==> src/rtl/rpa_pkg.sv <==
// ============================================================================
// rpa_pkg
// Shared types and constants for the reference-counted page allocator:
// command and status codes, controller states and the control bundles.
// ============================================================================
package rpa_pkg;

    localparam int unsigned NUM_PAGES_DEF   = 32768;
    localparam int unsigned PAGE_SHIFT_DEF  = 12;
    localparam int unsigned COUNT_WIDTH_DEF = 8;

    localparam int unsigned START_W = 20;
    localparam int unsigned STOP_W  = 21;
    localparam logic [STOP_W-1:0] STOP_RESET = 21'd32768;

    // configuration register indexes
    localparam logic CFG_START = 1'b0;
    localparam logic CFG_STOP  = 1'b1;

    typedef enum logic [1:0] {
        CMD_ALLOC  = 2'd0,
        CMD_FREE   = 2'd1,
        CMD_INCREF = 2'd2,
        CMD_INIT   = 2'd3
    } cmd_t;

    typedef enum logic [2:0] {
        STAT_OK       = 3'd0,
        STAT_OOM      = 3'd1,
        STAT_BADADDR  = 3'd2,
        STAT_NOTALLOC = 3'd3,
        STAT_SAT      = 3'd4,
        STAT_CORRUPT  = 3'd5
    } stat_t;

    typedef enum logic [2:0] {
        S_CLEAR,
        S_IDLE,
        S_LOOKUP,
        S_EXEC,
        S_INIT
    } state_t;

    // controller -> datapath
    typedef struct packed {
        logic accept;     // latch the command beat, issue first reads
        logic lookup;     // alloc: popped index is out, read its count
        logic exec;       // read-modify-write and result
        logic sweep;      // clear one count entry, advance sweep counter
        logic init_fill;  // also write the stack entry of the sweep index
        logic init_done;  // last init sweep cycle: load depth, report
    } dp_cmd_t;

    // datapath -> controller
    typedef struct packed {
        logic sweep_last;
    } dp_stat_t;

endpackage

==> src/rtl/rpa_ctrl.sv <==
// ============================================================================
// rpa_ctrl
// Controller: sequences the clearing pass, alloc/free/incref steps and the
// init sweep, and issues commands to the datapath.
// ============================================================================
module rpa_ctrl import rpa_pkg::*; (
    input  logic       clk,
    input  logic       rst_n,
    input  logic       start,
    input  logic [1:0] command,
    input  dp_stat_t   dp_stat,
    output logic       busy,
    output dp_cmd_t    dp_cmd
);

    state_t state_reg;
    state_t state_next;

    always_ff @(posedge clk or negedge rst_n)
    begin
        if (!rst_n)
        begin
            state_reg <= S_CLEAR;
        end
        else
        begin
            state_reg <= state_next;
        end
    end

    always_comb
    begin
        state_next = state_reg;
        dp_cmd     = '0;
        busy       = 1'b1;
        case (state_reg)
            S_CLEAR:
            begin
                dp_cmd.sweep = 1'b1;
                if (dp_stat.sweep_last)
                begin
                    state_next = S_IDLE;
                end
            end
            S_IDLE:
            begin
                busy = 1'b0;
                if (start)
                begin
                    dp_cmd.accept = 1'b1;
                    case (cmd_t'(command))
                        CMD_ALLOC: state_next = S_LOOKUP;
                        CMD_INIT:  state_next = S_INIT;
                        default:   state_next = S_EXEC;
                    endcase
                end
            end
            S_LOOKUP:
            begin
                dp_cmd.lookup = 1'b1;
                state_next    = S_EXEC;
            end
            S_EXEC:
            begin
                dp_cmd.exec = 1'b1;
                state_next  = S_IDLE;
            end
            S_INIT:
            begin
                dp_cmd.sweep     = 1'b1;
                dp_cmd.init_fill = 1'b1;
                if (dp_stat.sweep_last)
                begin
                    dp_cmd.init_done = 1'b1;
                    state_next       = S_IDLE;
                end
            end
            default:
            begin
                state_next = S_IDLE;
            end
        endcase
    end

endmodule

==> config.mk <==
export PLATFORM = sky130hd
export DESIGN_NAME = rpa_ctrl
export DESIGN_NICKNAME = d
export VERILOG_FILES = /design/src/rtl/rpa_pkg.sv /design/src/rtl/rpa_ctrl.sv
export SDC_FILE = /design/constraint.sdc
export NUM_CORES = 1
export LEC_CHECK = 0
export BUFFER_PORTS_ARGS = -buffer_cell sky130_fd_sc_hd__buf_2
export CAP_MARGIN = 20
export CORE_AREA = 2 2 39 41
export CTS_CLUSTER_DIAMETER = 100
export CTS_CLUSTER_SIZE = 14
export DETAILED_ROUTE_END_ITERATION = 12
export DIE_AREA = 0 0 41 43
export PLACE_DENSITY = 0.39
export SYNTH_ARGS = -nofsm -noshare
export SYNTH_HDL_FRONTEND = slang
export SYNTH_SLANG_ARGS = --single-unit
export TNS_END_PERCENT = 100
==> constraint.sdc <==
create_clock -name clk -period 1.1 [get_ports clk]
set_input_delay 0.11 -clock clk [delete_from_list [all_inputs] [get_ports clk]]
set_output_delay 0.11 -clock clk [all_outputs]
set_load 0.05 [all_outputs]
# ---- Word level (Yosys, flattened, before mapping)
# Index checks and enable logic that the tools add are counted.
dict set report totals {
  wordCells 24
  ff_bits 3
  in_bits 6
  output_inout_bits 7
}
dict set report classes {
  reduce_logical 4
  n_mux 12
  eq_ne 7
}
# op n
set op_table {}
lappend op_table {{one-hot mux 3 bit (3 select lines)} 1}
lappend op_table {{two-way mux 1 bit} 7}
lappend op_table {{equality test 3 x 2 -> 1 bit, second input constant} 2}
lappend op_table {{two-way mux 3 bit} 2}
lappend op_table {{one-hot mux 3 bit (2 select lines)} 1}
lappend op_table {{equality test 3 x 1 -> 1 bit, second input constant} 1}
lappend op_table {{equality test 3 bit, second input constant} 1}
lappend op_table {{zero test 3 bit} 1}
lappend op_table {{equality test 2 bit, second input constant} 1}
lappend op_table {{zero test 2 bit} 1}
lappend op_table {{two-way mux 2 bit} 1}
lappend op_table {{!= test 2 x 1 -> 1 bit, second input constant} 1}
lappend op_table {{!= test 2 bit, second input constant} 1}
lappend op_table {{AND reduction 2 bit} 1}
lappend op_table {{OR reduction 2 bit} 1}

# ---- Longest topological paths before layout
dict set report logic_depth {
  depth_word 4
  mapped_depth 3
  depth_no_buf 3
}

# ---- Least setup slack after synthesis
# OpenSTA, ideal clock, no wires.
dict set report synth_timing {
  kind {flip-flop to output port}
  start {reg state_reg[0]}
  end {out dp_cmd[0] in the netlist's numbering}
  n_path_buf 1
  stages_incl_launch_ff 4
  setup_slack_ps -1265
  t_required_ps 990
  arrival_ps 2255
  cell_sequence {dfrtp_1 buf_6 nor3b_1 and2_1}
}
# element line
set synth_rtl {}
lappend synth_rtl {{from (decl)} rpa_ctrl.sv:16} ;# state_t state_reg;
lappend synth_rtl {{from (signal assigned)} rpa_ctrl.sv:27} ;# state_reg <= state_next;
lappend synth_rtl {{to (decl)} rpa_ctrl.sv:13} ;# output dp_cmd_t dp_cmd

# ---- Worst setup path after layout
dict set report layout_timing {
  start {reg state_reg[1]}
  end {out busy}
}
dict set report layout_between {
  elab_chain_cells 2
}
# element line
set layout_lines {}
lappend layout_lines {{equality test 3 x 1 -> 1 bit} rpa_ctrl.sv:36} ;# case (state_reg)
lappend layout_lines {{two-way mux 1 bit} rpa_ctrl.sv:36}
lappend layout_lines {{to (decl)} rpa_ctrl.sv:12} ;# output logic busy,
# No other way between the ends.

==> flow_summary.yaml <==
logic_synthesis:
  synth-simple-area-share: 0.431
  synth_edf_count: 0
  syn_area_um2: 226
  synthMuxAreaShare: 0
  syn-num-nets: 30
  async_flop_share: 1.00
  synth_compound_area_frac: 0.0773
  synth.avg_cell_area_um2: 10.3
  synthFlopType: "dfrtp_1"
  synthCells: 22
  synth-xor-area-share: 0
  ys_ff_latch: 3
  yosysWarnings: 0
  yosys.cell_types.count: 14
  synth_fa_ha_area_frac: 0.110
  synth_top_family_by_area: "simple AND/OR/NAND/NOR gates"
  seq_area_frac_synth: 0.331
cts:
  clk_latency_ps: 240
  cts_max_level: 1
  clockRootBuffer: "clkbuf_4"
  clock_path_buffers: 2
  tritoncts: "done"
  cts.clk_slew.worst_paths_ps: 40
  cts_sinks: 3
  numCtsBuffers: 3
placement:
  dpl_cell_area_um2: 363
  place_congestion: 0.790
  port_buffers: 12
  place_hpwl_um: 435
global_route:
  antenna_found_initial: 0
  first_global_vias: 274
  track_usage: 0.0915
  grt_max_degree: 7
  grt_pass1_wl_um: 1020
  gr-total-overflow: 0
floorplan:
  die_w_um: 41
  die_h_um: 43
  coreArea_um2: 1380
  die-area_um2: 1760
  start_util: 0.164
  rows: 14
  pin_count: 13
worst_setup_path:
  max_stage_delay_ps: 450
  cp_slowest_cell: "dfrtp_2"
  ff2ff_setup_slack_ps: -100
  crit_path_end_kind: "output pin"
  reg2reg_depth: 4
  critPathLaunchType: "flop"
  crit_fanout: 5
  r2r_start: "state_reg[2]"
  crit_chain: "or3b_1 > buf_6"
  crit_required_ps: 990
  crit_arrival_ps: 1230
  reg2reg_to: "state_reg[2]"
  crit_type: "flop to output pin"
layout:
  fill_cells: 151
  final_common_cell: "buf_4"
  final_area_um2: 504
  diodes: 0
  largest_reg_flops: 3
  layout_common_cells: "buf_4, buf_2, buf_6, clkbuf_4, dfrtp_2"
  area_delta_synth_final_pct: 123
  layout.nets: 54
  drive_gt1_frac: 0.733
route:
  wl_per_cell_um: 10.1
  initialDrtViolationCount: 0
  post-route-drc-count: 0
  firstDrtPassIters: 1
  drtAntennaViolNets: 0
  totalWireLength_um: 614
  dr_total_vias: 259
  vias_per_cell: 4.25
timing:
  rsz0062_at_grt: "true"
  fin_skew_ps: 0.349
  worstMarginPinSlew_ps: 201
  hold_violations: 0
  slew_violations: 0
  period_needed_ps: 1340
  fin_crit_sh: 1.22
  fmax_ghz: 0.746
  finalWorstSetupSlack_ps: -240
  fin_tns_setup_ps: -1380
  setup_violations: 9
  relSlewSlack: 0.864
status:
  status: "finished, violations left"
  violations: "negative setup slack"
hold_path:
  hold_end: "state_reg[2]"
  hold_depth: 3
  hold_path.class: "primary input to flop"
  min_from: "dp_stat"
power:
  p_leak_nw: 0.227
  powerDensity_nw_per_um2: 1780
  total_power_mw: 0.899
  ir_worst_vdd_mv: 0.412
job:
  maxCapViolCount: 0
## critical path: cells and delay by family, from the launching register on
family / cells / cell delay [ps]
AND/OR/NAND/NOR: 1 / 380
flip-flops: 1 / 450
buffers and inverters: 1 / 160
## worst max-delay path by stage
| stage | startpoint | to | slack [ps] | cells after the start |
|---|---|---|---|---|
| final | state_reg[1] | busy | -240 | 2 |
| after CTS | state_reg[1] | busy | -260 | 2 |
| after global routing | state_reg[1] | busy | -280 | 2 |
| after global placement | state_reg[0] | dp_cmd[5] | -120 | 2 |
| after detailed placement | state_reg[0] | dp_cmd[5] | -130 | 2 |
| after floorplan | state_reg[0] | dp_cmd[0] | -370 | 3 |
## final cells by class
type                            instances  area, um2  area share
Sequential cell                         3       78.8       0.156
Tap cell                               16       20.0      0.0397
Multi-Input combinational cell         18        205       0.407
Clock buffer                            4       26.3      0.0521
Timing Repair Buffer                   20        174       0.345
## power by group
part           leakage (nW)  switching, mW  total [mW]  internal, mW
registers            0.0331         0.0434       0.179         0.136
logic                 0.179          0.273       0.521         0.247
clock network        0.0150         0.0632       0.200         0.136
## cells in the mapped netlist, types with 2 or more instances
master / n / area (um2)
a21oi_1: 2 / 10.0
nor2_1: 3 / 11.3
nor4bb_1: 2 / 20.0
or3b_1: 2 / 17.5
dfrtp_1: 3 / 75.1
ha_1: 2 / 25.0
## timing repair
action	4_1_cts	5_1_grt
hold endpoints to repair	3	0
pin swaps	2	2
resized for setup	17	7
setup endpoints to repair	9	10
buffers inserted	2	0
hold buffers	1	0
## per-layer routing
layer  share of wire  track usage  vias to the layer above
li1                -            -                      127
met1            0.40       0.0935                      121
met2            0.52        0.138                        9
met3           0.050       0.0157                        2
met4           0.029        0.100                        0
met5               0            0                        -
## per-stage QoR
stage / setup slack (ps) / util / cells / hold WS, ps
floorplan: -366 / - / 22 / -186
global placement: -121 / 0.262 / 54 / -93.2
detailed placement: -132 / 0.262 / 54 / -93.7
CTS: -258 / 0.335 / 61 / 155
global route: -278 / 0.364 / 61 / 169
finish: -240 / 0.364 / 61 / 156
## logic make-up (layout without fill, tap and decap cells)
kind of cell               count (synthesis)  in the layout
and+or+nand+nor                           13             13
adders and majority gates                  2              2
DFF                                        3              3
buffers and inverters                      1             24
AOI/OAI and AO/OA                          3              3
(Power assumes the default switching activity.)
